$ cat src/rtl/core/ptb_pkg.sv
// ----------------------------------------------------------------------------
// ptb_pkg: shared types and constants of the periodic timer bank
// Item formats, command kinds, sequencer states and control bundles.
// ----------------------------------------------------------------------------
`default_nettype none

package ptb_pkg;

  // bank size default and hard limits of the result stream
  localparam int DEF_NUM_TIMERS = 16;
  localparam int MAX_RESULTS    = 16;
  localparam int RES_CNT_W      = 5;
  localparam int ACT_W          = 5;
  localparam int CMP_W          = 7;

  // command kinds
  localparam logic [1:0] KIND_TICK   = 2'd0;
  localparam logic [1:0] KIND_ARM    = 2'd1;
  localparam logic [1:0] KIND_DISARM = 2'd2;

  // input transaction
  typedef struct packed {
    logic [1:0]  kind;
    logic [3:0]  timer_index;
    logic [31:0] timeout_value;
    logic [31:0] interval_value;
  } in_item_t;

  // result transaction
  typedef struct packed {
    logic [3:0] expired_timer;
    logic       last;
  } out_item_t;

  // sequencer states
  typedef enum logic [1:0] {
    ST_IDLE,
    ST_SCAN,
    ST_FLUSH
  } state_t;

  // sequencer to countdown unit
  typedef struct packed {
    logic exec;
    logic flush;
    logic clear;
  } ctl_t;

  // countdown unit write-back to the remaining count store
  typedef struct packed {
    logic        we;
    logic [31:0] value;
  } wb_t;

endpackage

`default_nettype wire

$ cat src/rtl/core/ptb_store.sv
// ----------------------------------------------------------------------------
// ptb_store: timer state memory
// Remaining count and reload interval arrays, one write port each, one shared
// registered read port. Per-entry valid bits make unwritten entries read zero.
// ----------------------------------------------------------------------------
`default_nettype none

module ptb_store #(
  parameter int NUM_TIMERS = 16,
  parameter int IDX_W      = 4
) (
  input  wire logic              clk,
  input  wire logic              rst_n,
  input  wire logic              rd_en,
  input  wire logic [IDX_W-1:0]  rd_addr,
  output logic      [31:0]       rd_rem,
  output logic      [31:0]       rd_rel,
  input  wire logic [IDX_W-1:0]  wr_addr,
  input  wire logic              rem_we,
  input  wire logic [31:0]       rem_wdata,
  input  wire logic              rel_we,
  input  wire logic [31:0]       rel_wdata
);

  logic [31:0]           rem_mem [NUM_TIMERS];
  logic [31:0]           rel_mem [NUM_TIMERS];
  logic [NUM_TIMERS-1:0] rem_vld_r;
  logic [NUM_TIMERS-1:0] rel_vld_r;
  logic [31:0]           rem_q_r;
  logic [31:0]           rel_q_r;
  logic                  rem_vq_r;
  logic                  rel_vq_r;

  // memory writes
  always_ff @(posedge clk) begin
    if (rem_we) begin
      rem_mem[wr_addr] <= rem_wdata;
    end
    if (rel_we) begin
      rel_mem[wr_addr] <= rel_wdata;
    end
  end

  // valid bits, cleared by reset
  always_ff @(posedge clk) begin
    if (!rst_n) begin
      rem_vld_r <= '0;
      rel_vld_r <= '0;
    end else begin
      if (rem_we) begin
        rem_vld_r[wr_addr] <= 1'b1;
      end
      if (rel_we) begin
        rel_vld_r[wr_addr] <= 1'b1;
      end
    end
  end

  // registered read
  always_ff @(posedge clk) begin
    if (rd_en) begin
      rem_q_r  <= rem_mem[rd_addr];
      rel_q_r  <= rel_mem[rd_addr];
      rem_vq_r <= rem_vld_r[rd_addr];
      rel_vq_r <= rel_vld_r[rd_addr];
    end
  end

  // never-written entries read as reset value
  assign rd_rem = rem_vq_r ? rem_q_r : 32'd0;
  assign rd_rel = rel_vq_r ? rel_q_r : 32'd0;

endmodule

`default_nettype wire

$ cat src/rtl/core/ptb_unit.sv
// ----------------------------------------------------------------------------
// ptb_unit: shared countdown unit and result stage
// Decrements one timer entry per cycle, detects expiry, and holds back the
// newest expiry by one so the final result of a tick carries the last flag.
// ----------------------------------------------------------------------------
`default_nettype none

module ptb_unit #(
  parameter int IDX_W = 4
) (
  input  wire logic               clk,
  input  wire logic               rst_n,
  input  wire ptb_pkg::ctl_t      ctl,
  input  wire logic [IDX_W-1:0]   ex_idx,
  input  wire logic [31:0]        rem,
  input  wire logic [31:0]        rel,
  output ptb_pkg::wb_t            wb,
  output logic                    out_valid,
  output ptb_pkg::out_item_t      out_item
);

  import ptb_pkg::*;

  logic [31:0]          dec;
  logic                 armed;
  logic                 expire;
  logic [IDX_W+3:0]     idx_ext;
  logic [3:0]           idx4;
  logic                 take;
  logic                 pend_vld_r, pend_vld_nxt;
  logic [3:0]           pend_idx_r, pend_idx_nxt;
  logic [RES_CNT_W-1:0] cnt_r, cnt_nxt;
  logic                 out_vld_r, out_vld_nxt;
  out_item_t            out_item_r, out_item_nxt;

  // decrement and zero compare
  always_comb begin
    dec     = rem - 32'd1;
    armed   = (rem != 32'd0);
    expire  = ctl.exec && armed && (dec == 32'd0);
    idx_ext = {4'b0000, ex_idx};
    idx4    = idx_ext[3:0];
  end

  // write-back: reload on expiry, else store the decremented count
  always_comb begin
    wb.we    = ctl.exec && armed;
    wb.value = (dec == 32'd0) ? rel : dec;
  end

  // result lookahead and capping
  always_comb begin
    take         = expire && (cnt_r < RES_CNT_W'(MAX_RESULTS));
    pend_vld_nxt = pend_vld_r;
    pend_idx_nxt = pend_idx_r;
    cnt_nxt      = cnt_r;
    out_vld_nxt  = 1'b0;
    out_item_nxt = out_item_r;
    if (ctl.clear) begin
      cnt_nxt      = '0;
      pend_vld_nxt = 1'b0;
    end else if (ctl.flush) begin
      if (pend_vld_r) begin
        out_vld_nxt                = 1'b1;
        out_item_nxt.expired_timer = pend_idx_r;
        out_item_nxt.last          = 1'b1;
      end
      pend_vld_nxt = 1'b0;
    end else if (take) begin
      if (pend_vld_r) begin
        out_vld_nxt                = 1'b1;
        out_item_nxt.expired_timer = pend_idx_r;
        out_item_nxt.last          = 1'b0;
      end
      pend_vld_nxt = 1'b1;
      pend_idx_nxt = idx4;
      cnt_nxt      = cnt_r + RES_CNT_W'(1);
    end
  end

  // control registers
  always_ff @(posedge clk) begin
    if (!rst_n) begin
      pend_vld_r <= 1'b0;
      cnt_r      <= '0;
      out_vld_r  <= 1'b0;
    end else begin
      pend_vld_r <= pend_vld_nxt;
      cnt_r      <= cnt_nxt;
      out_vld_r  <= out_vld_nxt;
    end
  end

  // payload registers
  always_ff @(posedge clk) begin
    pend_idx_r <= pend_idx_nxt;
    out_item_r <= out_item_nxt;
  end

  assign out_valid = out_vld_r;
  assign out_item  = out_item_r;

endmodule

`default_nettype wire

$ cat src/rtl/core/ptb_ctrl.sv
// ----------------------------------------------------------------------------
// ptb_ctrl: command decode and scan sequencer
// Applies arm and disarm straight from idle; for a tick it walks the timers in use,
// issuing one store read per cycle and steering write-backs to the store.
// ----------------------------------------------------------------------------
`default_nettype none

module ptb_ctrl #(
  parameter int NUM_TIMERS = 16,
  parameter int IDX_W      = 4
) (
  input  wire logic                    clk,
  input  wire logic                    rst_n,
  input  wire logic                    start,
  input  wire ptb_pkg::in_item_t       in_item,
  input  wire logic [ptb_pkg::ACT_W-1:0] active,
  input  wire ptb_pkg::wb_t            wb,
  output logic                         busy,
  output ptb_pkg::ctl_t                ctl,
  output logic [IDX_W-1:0]             ex_idx,
  output logic                         rd_en,
  output logic [IDX_W-1:0]             rd_addr,
  output logic [IDX_W-1:0]             wr_addr,
  output logic                         rem_we,
  output logic [31:0]                  rem_wdata,
  output logic                         rel_we,
  output logic [31:0]                  rel_wdata
);

  import ptb_pkg::*;

  localparam int SCN_W = IDX_W + 1;

  state_t           state_r, state_nxt;
  logic [SCN_W-1:0] rd_cnt_r, rd_cnt_nxt;
  logic             ex_vld_r, ex_vld_nxt;
  logic [IDX_W-1:0] ex_idx_r, ex_idx_nxt;
  logic [CMP_W-1:0] act_ext;
  logic [CMP_W-1:0] lim;
  logic [SCN_W-1:0] n_use;
  logic [IDX_W+3:0] tix_ext;
  logic [IDX_W-1:0] tix;
  logic             accept;
  logic             acc_tick;
  logic             acc_arm;
  logic             acc_disarm;
  logic             in_range;
  logic             issue;

  // timers in use and command decode
  always_comb begin
    act_ext    = {{(CMP_W-ACT_W){1'b0}}, active};
    lim        = (act_ext > CMP_W'(NUM_TIMERS)) ? CMP_W'(NUM_TIMERS) : act_ext;
    n_use      = lim[SCN_W-1:0];
    tix_ext    = {{IDX_W{1'b0}}, in_item.timer_index};
    tix        = tix_ext[IDX_W-1:0];
    in_range   = ({3'b000, in_item.timer_index} < lim);
    accept     = start && (state_r == ST_IDLE);
    acc_tick   = accept && (in_item.kind == KIND_TICK) && (n_use != '0);
    acc_arm    = accept && (in_item.kind == KIND_ARM) && in_range;
    acc_disarm = accept && (in_item.kind == KIND_DISARM) && in_range;
    issue      = (state_r == ST_SCAN) && (rd_cnt_r < n_use);
  end

  // next state
  always_comb begin
    state_nxt = state_r;
    case (state_r)
      ST_IDLE: begin
        if (acc_tick) begin
          state_nxt = ST_SCAN;
        end
      end
      ST_SCAN: begin
        if (!issue && ex_vld_r) begin
          state_nxt = ST_FLUSH;
        end
      end
      ST_FLUSH: begin
        state_nxt = ST_IDLE;
      end
      default: begin
        state_nxt = ST_IDLE;
      end
    endcase
  end

  // scan counters
  always_comb begin
    rd_cnt_nxt = rd_cnt_r;
    if (acc_tick) begin
      rd_cnt_nxt = '0;
    end else if (issue) begin
      rd_cnt_nxt = rd_cnt_r + SCN_W'(1);
    end
    ex_vld_nxt = issue;
    ex_idx_nxt = rd_cnt_r[IDX_W-1:0];
  end

  // outputs
  always_comb begin
    busy      = (state_r != ST_IDLE);
    ctl.exec  = ex_vld_r;
    ctl.flush = (state_r == ST_FLUSH);
    ctl.clear = acc_tick;
    ex_idx    = ex_idx_r;
    rd_en     = issue;
    rd_addr   = rd_cnt_r[IDX_W-1:0];
    if (state_r == ST_IDLE) begin
      wr_addr   = tix;
      rem_we    = acc_arm || acc_disarm;
      rem_wdata = acc_arm ? in_item.timeout_value : 32'd0;
      rel_we    = acc_arm;
    end else begin
      wr_addr   = ex_idx_r;
      rem_we    = wb.we;
      rem_wdata = wb.value;
      rel_we    = 1'b0;
    end
    rel_wdata = in_item.interval_value;
  end

  // control registers
  always_ff @(posedge clk) begin
    if (!rst_n) begin
      state_r  <= ST_IDLE;
      rd_cnt_r <= '0;
      ex_vld_r <= 1'b0;
    end else begin
      state_r  <= state_nxt;
      rd_cnt_r <= rd_cnt_nxt;
      ex_vld_r <= ex_vld_nxt;
    end
  end

  // entry index in flight
  always_ff @(posedge clk) begin
    ex_idx_r <= ex_idx_nxt;
  end

endmodule

`default_nettype wire

$ cat src/rtl/core/periodic_timer_bank.sv
// ----------------------------------------------------------------------------
// periodic_timer_bank: bank of one-shot and periodic countdown timers
//
// Usage:
//   A command is taken when start is high and busy is low. kind selects
//   tick, arm or disarm. Arm loads timeout and interval for one timer,
//   disarm clears its remaining count; both give no result and are
//   ignored for an index outside the timers in use.
//   A tick walks timers 0 .. n-1 (n = min(active_timers, NUM_TIMERS)) through
//   one shared decrement/compare unit, one entry per cycle, fed by the
//   registered read port of the timer memory. busy stays high through the
//   scan and the flush state; a tick with n = 0 finishes at once.
//   Each expiry gives one result transaction: out_valid is high for exactly
//   one cycle with the expiring index. Results come in index order, up to
//   16 per tick; the final one carries last. The receiver cannot stall.
//   cfg_we writes active_timers; write it only while busy is low.
//   Reset (rst_n low, synchronous) disarms every timer, zeroes every
//   interval through per-entry valid bits and clears active_timers.
// ----------------------------------------------------------------------------
`default_nettype none

module periodic_timer_bank #(
  parameter int NUM_TIMERS = ptb_pkg::DEF_NUM_TIMERS
) (
  input  wire logic                      clk,
  input  wire logic                      rst_n,
  input  wire logic                      start,
  output logic                           busy,
  input  wire ptb_pkg::in_item_t         in_item,
  output logic                           out_valid,
  output ptb_pkg::out_item_t             out_item,
  input  wire logic                      cfg_we,
  input  wire logic [ptb_pkg::ACT_W-1:0] cfg_wdata
);

  import ptb_pkg::*;

  localparam int IDX_W = (NUM_TIMERS > 1) ? $clog2(NUM_TIMERS) : 1;

  logic [ACT_W-1:0] active_r;
  ctl_t             ctl;
  wb_t              wb;
  logic [IDX_W-1:0] ex_idx;
  logic             rd_en;
  logic [IDX_W-1:0] rd_addr;
  logic [31:0]      rd_rem;
  logic [31:0]      rd_rel;
  logic [IDX_W-1:0] wr_addr;
  logic             rem_we;
  logic [31:0]      rem_wdata;
  logic             rel_we;
  logic [31:0]      rel_wdata;

  // active timer count register
  always_ff @(posedge clk) begin
    if (!rst_n) begin
      active_r <= '0;
    end else if (cfg_we) begin
      active_r <= cfg_wdata;
    end
  end

  // command decode and scan sequencer
  ptb_ctrl #(
    .NUM_TIMERS (NUM_TIMERS),
    .IDX_W      (IDX_W)
  ) u_ctrl (
    .clk       (clk),
    .rst_n     (rst_n),
    .start     (start),
    .in_item   (in_item),
    .active    (active_r),
    .wb        (wb),
    .busy      (busy),
    .ctl       (ctl),
    .ex_idx    (ex_idx),
    .rd_en     (rd_en),
    .rd_addr   (rd_addr),
    .wr_addr   (wr_addr),
    .rem_we    (rem_we),
    .rem_wdata (rem_wdata),
    .rel_we    (rel_we),
    .rel_wdata (rel_wdata)
  );

  // timer state memory
  ptb_store #(
    .NUM_TIMERS (NUM_TIMERS),
    .IDX_W      (IDX_W)
  ) u_store (
    .clk       (clk),
    .rst_n     (rst_n),
    .rd_en     (rd_en),
    .rd_addr   (rd_addr),
    .rd_rem    (rd_rem),
    .rd_rel    (rd_rel),
    .wr_addr   (wr_addr),
    .rem_we    (rem_we),
    .rem_wdata (rem_wdata),
    .rel_we    (rel_we),
    .rel_wdata (rel_wdata)
  );

  // shared countdown unit and result stage
  ptb_unit #(
    .IDX_W (IDX_W)
  ) u_unit (
    .clk       (clk),
    .rst_n     (rst_n),
    .ctl       (ctl),
    .ex_idx    (ex_idx),
    .rem       (rd_rem),
    .rel       (rd_rel),
    .wb        (wb),
    .out_valid (out_valid),
    .out_item  (out_item)
  );

endmodule

`default_nettype wire

$ cat config.mk
export PLATFORM = sky130hd
export DESIGN_NAME = periodic_timer_bank
export DESIGN_NICKNAME = d
export VERILOG_FILES = /design/src/rtl/core/ptb_pkg.sv /design/src/rtl/core/ptb_store.sv /design/src/rtl/core/ptb_unit.sv /design/src/rtl/core/ptb_ctrl.sv /design/src/rtl/core/periodic_timer_bank.sv
export SDC_FILE = /design/constraint.sdc
export NUM_CORES = 1
export LEC_CHECK = 0
export BUFFER_PORTS_ARGS = -buffer_cell sky130_fd_sc_hd__buf_4
export CAP_MARGIN = 10
export CORE_MARGIN = 4
export CORE_UTILIZATION = 43
export DETAILED_ROUTE_END_ITERATION = 16
export MAX_ROUTING_LAYER = met4
export PLACE_DENSITY_LB_ADDON = 0.08
export SLEW_MARGIN = 0
export SYNTH_ARGS = -nofsm -noshare
export SYNTH_HDL_FRONTEND = slang
export SYNTH_SLANG_ARGS = --single-unit
$ cat constraint.sdc
create_clock -name clk -period 20.3 [get_ports clk]
set_input_delay 3.045 -clock clk [delete_from_list [all_inputs] [get_ports clk]]
set_output_delay 3.045 -clock clk [all_outputs]
set_load 0.005 [all_outputs]
* Yosys cells after proc, flatten, opt, wreduce, memory -nomap -nowiden
Memories as Yosys holds them, arrays and structs flattened. A register that Yosys moved wholly into a read port is not among the register bits.
Index checks and enable logic that the tools add are counted.
** Storage, ports and cells
- Output and inout port bits :: 7
- Input port bits :: 79
- Memories kept :: 2
- ROM bits :: 0
- Bits in registers :: 67
- RAM bits :: 1024
- Bits in latches :: 0
** Operators by class
- Shifts and indexed selects :: 0
- Div/mod/pow operators :: 0
- Add/subtract/negate cells :: 3
- Reductions and logical operators :: 28
- Bitwise logic cells :: 5
- Multiplexer cells :: 29
- $lt $le $gt $ge :: 7
- Multipliers :: 0
- Eq/ne operators :: 6
** Memories
- u_store.rel_mem :: words 16, width 32, read ports 1, clocked after Yosys merged registers in 1, write ports 1, RTL line ptb_store.sv:26 : logic [31:0] rel_mem [NUM_TIMERS];
- u_store.rem_mem :: words 16, width 32, read ports 1, clocked after Yosys merged registers in 1, write ports 1, RTL line ptb_store.sv:25 : logic [31:0] rem_mem [NUM_TIMERS];
** Operators by type and width (count)
- two-way mux 32 bit :: 5
- zero test 32 bit :: 1
- bitwise OR 16 bit :: 2
- nonzero test 32 bit :: 1
- subtractor 32 x 1 -> 32 bit, second input constant :: 1
- two-way mux 5 bit :: 5
- logical AND 1 bit :: 13
- two-way mux 1 bit :: 12
- adder 5 x 1 -> 5 bit, second input constant :: 2
- less-than comparator 4 x 5 -> 1 bit, second input constant :: 2
- binary-select mux 1 bit (select 4 bit) :: 2
- less-than comparator 4 x 7 -> 1 bit :: 1
- AND reduction 3 bit :: 2
- greater-than comparator 5 bit, second input constant :: 1
- less-than comparator 5 bit :: 1
- less-than comparator 5 bit, second input constant :: 1
- nonzero test 5 bit :: 1
- demux 1 bit (select 4 bit) :: 1
- == test 2 x 1 -> 1 bit, second input constant :: 2
- == test 2 bit, second input constant :: 2
- greater-or-equal comparator 4 x 1 -> 1 bit, second input constant :: 1
- zero test 2 bit :: 2
- two-way mux 2 bit :: 2
- two-way mux 4 bit :: 1
- other kinds (10) :: 14

* Depth between registers and ports, before layout
Gate-level depths: netlist (run 1).
- Depth in word-level cells :: 8
- Mapped depth :: 16
- Gate-level depth less buffers :: 10

* By module
From an unflattened synthesis (run 1), not the netlist that was laid out.
** Second synthesis, totals
- Cell total of the unflattened synthesis :: 2280
- Area, all modules :: 45660.0 um^2
** By module, submodules not included
- ptb_store :: area each 41942.7 um^2, instances 1, cells an instance 1830
- ptb_unit :: area each 2198.4 um^2, instances 1, cells an instance 273
- ptb_ctrl :: area each 1326.3 um^2, instances 1, cells an instance 161
- periodic_timer_bank :: area each 192.7 um^2, instances 1, cells an instance 16

* Worst setup path after synthesis (run 1)
No wires, ideal clock.
- Kind :: reg-to-reg
- Start :: reg u_ctrl.rd_cnt_r[0]
- End :: reg u_ctrl.rd_cnt_r[3]
- Cell stages (with the launch flop) :: 10
- Period minus slack after synthesis :: 7.688 ns
- Data arrival time :: 7.564 ns
- Path buffers :: 1
- Setup slack :: 12.612 ns
- Path through :: dfxtp_1 > clkbuf_1 > or3b_2 > a21o_1 > a21o_1 > a21o_1 > a211oi_1 > nand4_1 > xor2_1 > nor2_1
** On the way
- Word-level cells in the longest chain between the ends :: 2
- Elaborated cells between the ends (all ways) :: 3
- Classes of those cells :: 1 x add/sub; 1 x order compare; 1 x reduce/logical
** Ends and longest elaborated chain
- start, declared :: RTL line ptb_ctrl.sv:35 : logic [SCN_W-1:0] rd_cnt_r, rd_cnt_nxt;
- start signal, assigned :: RTL line ptb_ctrl.sv:131 : rd_cnt_r <= rd_cnt_nxt;
- less-than comparator 5 bit :: RTL line ptb_ctrl.sv:62 : issue = (state_r == ST_SCAN) && (rd_cnt_r < n_use);
- logical AND 1 bit :: RTL line ptb_ctrl.sv:62
- named net rd_en :: RTL line periodic_timer_bank.sv:44 : logic rd_en;
The timed path passes the listed nets, and every way through them passes these cells.
A chain may end at the register's enable or synchronous reset.

* Worst setup path in the final report (run 1)
- Start :: in in_item[64] (netlist name)
- End :: mem u_store.rem_mem[12][10] (enable)
** On the way
- Word-level cells in the longest chain between the ends :: 6
- Elaborated cells between the ends (all ways) :: 8
- Classes of those cells :: 1 x order compare; 4 x mux; 3 x reduce/logical
** Ends and longest elaborated chain
- start, declared :: RTL line periodic_timer_bank.sv:29 : input wire ptb_pkg::in_item_t in_item,
- less-than comparator 4 x 7 -> 1 bit :: RTL line ptb_ctrl.sv:57 : in_range = ({3'b000, in_item.timer_index} < lim);
- logical AND 1 bit (on tied branches) :: RTL line ptb_ctrl.sv:60, ptb_ctrl.sv:61
- logical OR 1 bit :: RTL line ptb_ctrl.sv:111 : rem_we = acc_arm || acc_disarm;
- two-way mux 1 bit :: RTL line ptb_ctrl.sv:109 : if (state_r == ST_IDLE) begin
- two-way mux 1 bit :: RTL line ptb_store.sv:36 : if (rem_we) begin
- two-way mux 1 bit (implied by the code) :: RTL line ptb_store.sv:37 : rem_mem[wr_addr] <= rem_wdata;
- end, declared :: RTL line ptb_store.sv:25
Parallel ways exist; a longest one is shown, timed or not.

==> results of run 1 <==
## registers in the layout, summed over array words and instances, names as in the netlist, 16 cells and up
name / cells
u_store.rel_mem: 512
u_store.rel_q_r: 32
u_store.rel_vld_r: 16
u_store.rem_mem: 512
u_store.rem_q_r: 32
u_store.rem_vld_r: 16
## per-layer routing
metal / routed length, um / vias up / GRT usage
met5: 0 / - / -
met4: 3460 / 0 / 0.0613
met3: 5680 / 185 / 0.0312
met2: 56700 / 637 / 0.341
met1: 50000 / 11700 / 0.298
li1: - / 9145 / -
## kinds of logic (layout without fill, tap and decap cells)
family	count (synthesis)	in the layout	synth area share
multiplexers	344	344	0.168
buffers and inverters	123	382	0.0108
AO/OA/AOI/OAI	172	172	0.0251
adder cells (fa/ha/maj)	11	11	0.00306
flip-flops	1155	1155	0.758
XOR/XNOR	20	20	0.00389
other	0	2	0
AND/OR/NAND/NOR	261	261	0.0303
## where the power goes
part | switching [mW] | internal, mW | total [mW] | leakage (nW)
Sequential | 0.0163 | 2.64 | 2.66 | 10.5
Clock | 0.907 | 1.28 | 2.18 | 1.88
Combinational | 0.147 | 0.0860 | 0.233 | 3.31
## metrics by stage
| stage | util | total power, mW | area [um^2] | worst slack, ns |
|---|---|---|---|---|
| 4_1_cts | 0.498 | 5.13 | 51600 | 14.53 |
| 3_5_place_dp | 0.460 | 2.94 | 47600 | 14.01 |
| 3_3_place_gp | 0.460 | 2.94 | 47600 | 14.07 |
| 5_1_grt | 0.498 | 5.24 | 51600 | 14.57 |
| 6_report | 0.498 | 5.07 | 51600 | 14.76 |
| 2_1_floorplan | - | 2.83 | 45000 | 12.61 |
## worst register-to-register path, stage by stage, from the launching register on
cell	delay (ns)
edfxtp_1	0.50
or4_4	0.63
or4_4	0.65
or3_1	0.35
a31oi_1	0.84
nand3_1	0.16
or4_4	0.60
nor3_4	0.73
a221o_1	0.66
## cells in the mapped netlist, drive strengths merged (2+ instances only)
| cell type | n |
|---|---|
| dfxtp | 56 |
| inv | 13 |
| a31oi | 13 |
| edfxtp | 1099 |
| nand3 | 11 |
| o21a | 17 |
| or4 | 12 |
| nand2 | 79 |
| clkbuf | 82 |
| a2111oi | 2 |
| buf | 28 |
| a21o | 10 |
| nor2b | 6 |
| nand3b | 3 |
| a32oi | 2 |
| nor2 | 37 |
| a211oi | 6 |
| mux2i | 13 |
| nor4b | 3 |
| ha | 11 |
| a221o | 7 |
| xor2 | 8 |
| o21ai | 46 |
| and4 | 2 |
| o31ai | 7 |
| nand2b | 16 |
| xnor2 | 12 |
| a22oi | 6 |
| nor3b | 8 |
| o41ai | 3 |
| o211ai | 4 |
| a21oi | 34 |
| and2 | 6 |
| nor4 | 14 |
| nor3 | 37 |
| mux4 | 330 |
| o2bb2ai | 5 |
| o311ai | 3 |
| nand4 | 6 |
| or2 | 6 |
| and3 | 2 |
| or3b | 3 |
| or3 | 6 |
| nand4b | 3 |
## final cells by class
cell class                 count  area (um^2)  area share
sequential                  1155        34100       0.662
multi-input combinational    808        10600       0.206
clock buffer                 143         3090      0.0599
tap                         1380         1730      0.0335
timing repair buffer         145         1100      0.0213
clock inverter                81          831      0.0161
inverter                      13         48.8    0.000946
antenna                        2         5.00   0.0000970
## path summary, 6_finish.rpt
kind,to,cells after the start
worst max-delay path,u_store.rem_mem[12][10],10
worst min-delay path,u_store.rem_vld_r[15],2
worst max register to register,u_store.rem_mem[4][15],8
worst min register to register,u_store.rem_vld_r[15],2
==> run metrics, run 1 <==
Placed Cells incl. Taps=3501; CTS Buf Count=between 100 and 150; run status=completed; Setup TNS=0 ns; Post-synth EDFFs=1099; WS Path Type=in -> reg; syn_nets=about 2200; Yosys reg bits=between 1000 and 1500; max_cap viols=0; fmax=approximately 180 MHz; post-CTS setup buffer count=0; vias per cell=a little under 6; Final Hold Viols=0; Tmin final=roughly 5.5 ns; DRC=0; # hold bufs at CTS=0; Hold Crit Class=reg -> reg; filler instances=8427; Reg clk slew, reported paths=around 0.06 ns; Yosys cell types=62; Area growth syn-to-layout=14.6%; initial antenna violation count=1; CTS Root Buffer Type=clkbuf_16; top-area cell type share of the netlist area=0.734; leak pwr=around 16 nW; non-filler cells, final=between 3000 and 4000; Die X=approximately 330 um; Top-Level Pins=86; Final Skew=about 0.018 ns; Crit. End Element=flip-flop; Hold WS=approximately 0.46 ns; Yosys warning total=0; # nets final=~2300; clock latency at the later pin of the worst-skew pair=0.70 ns; Main synth FF type=edfxtp_1; Mapped Cells=roughly 2100; pin count of the biggest net entering global routing=between 100 and 150; final setup fails=0; RSZ-0062 raised after global routing=no; Power Dens Cells=slightly below 100 nW/um^2; Initial DRC Count=~2000; register area share after synthesis=0.758; die area=around 110000 um^2; Die Ht=about 330 um; Crit Path Max Fanout=32; grt total ovfl=0; cts repair resizes=0; reg-to-reg startpoint=u_store.rem_q_r[8]; CTS tree=built; Max H-tree Level=3; DPL Wire Length=71.9 mm; Tot GR Track Use=0.216; CP max stage cell=buf_4; share of cells above drive strength 1=0.301; initial core utilization=0.434; first drt pass iteration count=7; worst slew pin tran=1.19 ns; CTS max path bufs=3; maximum vdd drop=about 82 uV; CTS Sinks=about 1200; CP Buf/Inv Count=2; Crit. Startpoint=in_item[64]; WP data required=about 21 ns; Via Count=about 22000; first-pass GRT wire length=165 mm; synth top area cells=edfxtp_1, mux4_2, dfxtp_1, clkbuf_1, nand2_1; CP arrival=5.86 ns; Tcrit/Tclk final=0.273; Crit path largest cell delay=0.54 ns; num rows=roughly 120; Post-DRT Antenna Nets=0; vias in the first global route=roughly 22000; highest-count cells in the layout ignoring fill and taps=edfxtp_1, mux4_2, buf_4; Synth area leader=edfxtp_1; reg2reg setup slack=about 15 ns; Port Buffers=85; Mapped Area=roughly 45000 um^2; critical path startpoint category=input pin; Core ar.=104000 um^2; Max Slew Vio Count=0; hold_sp=u_store.rem_vld_r[15]; critical path cell sequence=buf_4, or3b_2, a21o_1, a21o_1, a21oi_1, nor2_1, o21ai_0, nand2b_1, nor2_4, buf_4; CP delay by family, top=simple AND/OR/NAND/NOR gates; Routed WL per cell=a little over 30 um; Mean Syn Cell Area=~22 um^2; most common cell after layout, fill and taps aside=edfxtp_1; Max transition margin=0.205; WL final=between 100 and 150 mm; Placer Congestion=~0.84; post-synthesis async set-or-reset flop share=0
(Power assumes the default switching activity.)
==> run 2: changes to the inputs <==
Settings changed: ABC_AREA set to 1.
Clock period 20.3 ns to 4.9 ns, I/O delays scaled along.
==> run 2 against run 1 <==
Compared with the run above:
- final cell count increased by 44%
- clock-buffer cell count grew 8
- via count grew 41%
- non-clock buffer count increased by 23
- critical path depth increased by 5
- routed wire length increased by 16%
==> run metrics, run 2 <==
initial antenna violation count=4 (+3); Tcrit/Tclk final=0.887; Mapped Cells=3799 (+82%); top flop regs=u_store.rel_mem x512, u_store.rem_mem x512; Die Ht=337 um (+1.8%); final setup fails=0 (unchanged); vias in the first global route=28800 (+30%); CTS max path bufs=3 (unchanged); Max transition margin=0.211 (+0.00667); CTS Root Buffer Type=clkbuf_16; CTS tree=built; Hold Crit Depth=3 (+1); DRC=0 (unchanged); Die X=337 um (+1.8%); Crit. Startpoint=u_store.rem_vq_r; reg2reg setup slack=0.55 ns (-14.34 ns); grt total ovfl=0 (unchanged); clock network fraction of design power=0.395 (-0.035); filler instances=9545 (+13%); Int Power=16.6 mW (+310%); WL final=134 mm (+16%); Yosys cell types=41 (-34%); Hold Crit Class=in -> reg; num rows=120 (+1.7%); max_cap viols=0 (unchanged); run status=completed; Post-synth EDFFs=1099 (unchanged); post-CTS setup buffer count=0 (unchanged); cell with the most instances after synthesis=edfxtp_1; WS Path Type=reg -> reg; Combinational Power Share=0.095 (+0.049); share of total power in sequential cells=0.510 (-0.014); Main synth FF type=edfxtp_1; Mapped Area=46600 um^2 (+3.7%); Via Count=30400 (+41%); sw power=5.39 mW (+400%); cts repair resizes=0 (unchanged); Setup TNS=0 ns (unchanged); clock latency at the later pin of the worst-skew pair=0.71 ns (about the same); Synth area leader=edfxtp_1; RR Endpoint=u_store.rem_mem[13][7]; Switching Share=0.245 (+0.0344); # hold bufs at CTS=0 (unchanged); RSZ-0062 raised after global routing=no; critical path startpoint category=flip-flop; DPL Wire Length=74.8 mm (+4.0%); post-synthesis async set-or-reset flop share=0 (unchanged); Worst setup endpoint=u_store.rem_mem[13][7]; maximum vdd drop=303 uV (+270%); WP data required=5.23 ns (-15.39 ns); Core ar.=107000 um^2 (+3.6%); Crit. End Element=flip-flop; Port Buffers=85 (unchanged); worst slew pin tran=1.18 ns (-0.0141 ns); Yosys warning total=0 (unchanged); share of cells above drive strength 1=0.112 (-0.189); register area share after synthesis=0.732 (-0.0267); cell area after layout=52900 um^2 (+2.5%); Initial DRC Count=2746 (+35%); top-area cell type share of the netlist area=0.708 (-0.0259); Yosys reg bits=1155 (unchanged); CTS Sinks=1155 (unchanged); die area=114000 um^2 (+3.6%); pin count of the biggest net entering global routing=172 (+20%); hold_sp=cfg_wdata[1]; vias per cell=5.67 (-2.3%); Reg clk slew, reported paths=0.06 ns (about the same); fmax=230 MHz; Crit Path Max Fanout=18 (-44%); Reg2Reg Depth=15 (+7); Top-Level Pins=86 (unchanged); highest-count cells in the layout ignoring fill and taps=edfxtp_1, nor2_1, o21ai_0; # nets final=3945 (+69%); Tot GR Track Use=0.241 (+0.0247); syn_nets=3889 (+79%); reg-to-reg startpoint=u_store.rem_vq_r; Final Skew=0.0239 ns (+0.00544 ns); Area growth syn-to-layout=13.3%; leak pwr=17.8 nW (+13%); Power Dens Cells=415 nW/um^2 (+320%); synth cell count leaders=edfxtp_1, nor2_1, o21ai_0; Post-DRT Antenna Nets=0 (unchanged); Max Slew Vio Count=0 (unchanged); Placer Congestion=0.937 (+12%); Routed WL per cell=25.1 um (-19%); initial core utilization=0.434 (about the same); Final Hold Viols=0 (unchanged); Mean Syn Cell Area=12.3 um^2 (-43%); most common cell after layout, fill and taps aside=edfxtp_1; CP arrival=4.67 ns (-1.19 ns); synth top area cells=edfxtp_1, o21ai_0, nor2_1, nand2_1, dfxtp_1; first-pass GRT wire length=196 mm (+19%); first drt pass iteration count=5 (-2); CTS Buf Count=121 (+1.7%); Max H-tree Level=3 (unchanged); Tmin final=roughly 4.3 ns; dpl cell area=49100 um^2 (+3.0%)
run 2: metal layers:
layer	vias to the layer above	global-route usage	part of all wire	wire length, um
met5	-	-	0	0
met4	0	0.0513	0.018	2470
met3	175	0.0340	0.055	7400
met2	831	0.374	0.47	62900
met1	15400	0.341	0.46	61700
li1	14000	-	-	-
run 2: power groups by stage:
stage	Clock, mW	Combinational (mW)	Sequential (mW)
2_1_floorplan	0	1.32	11.3
3_3_place_gp	0	2.09	11.4
3_5_place_dp	0	2.09	11.4
4_1_cts	8.84	2.09	11.2
5_1_grt	9.26	2.31	11.2
6_report	8.67	2.08	11.2
run 2: worst max-delay path, stage by stage, from the launching register on:
cell and delay (ns):
edfxtp_1 0.62, buf_4 0.34, nand2_1 0.20, nand2_1 0.12, nor2_1 0.13, nand2_1 0.11
nor2_1 0.21, nand3_1 0.14, nand2_1 0.18, nor2_1 0.06, nand2_1 0.07, nor2_1 0.05
nand3_2 0.36, buf_4 0.34, a21oi_1 0.09, o21ai_1 0.92
run 2: area by class of cell:
cell class              count  area (um^2)  area share
flip-flops and latches   1155        34100       0.646
multi-input cells        2304        11400       0.216
clock buffers             151         3190      0.0604
well taps                1403         1760      0.0332
repair buffers            168         1390      0.0262
clock inverters            75          551      0.0104
inverters                 105          417     0.00788
diodes                      3         7.51    0.000142
run 2: per-stage QoR:
stage	util	setup WS, ns	instances	hold slack (ns)	power, mW
final	0.492	0.554	5364	0.260	22.0
after global routing	0.492	0.315	5364	0.227	22.8
after CTS	0.492	0.617	5357	0.211	22.1
after detailed placement	0.457	0.635	5131	0.407	13.5
after global placement	0.457	0.733	5131	0.401	13.5
after floorplan	-	1.21	3799	0.354	12.6
run 2: worst min path at each step:
stage / to / slack (ns)
after floorplan: u_ctrl.ex_idx[0] / 0.35
after global placement: u_unit.out_item[2] / 0.40
after detailed placement: u_unit.out_item[1] / 0.41
after CTS: active_r[1] / 0.21
after global routing: active_r[1] / 0.23
final: active_r[1] / 0.26
run 2: cells by family after synthesis:
family          Yosys count  synth area share
compound gates          951             0.117
xor+xnor                  1          0.000188
fa+ha+maj                11           0.00295
buf+inv                 340            0.0290
flops                  1155             0.732
simple gates           1341             0.119
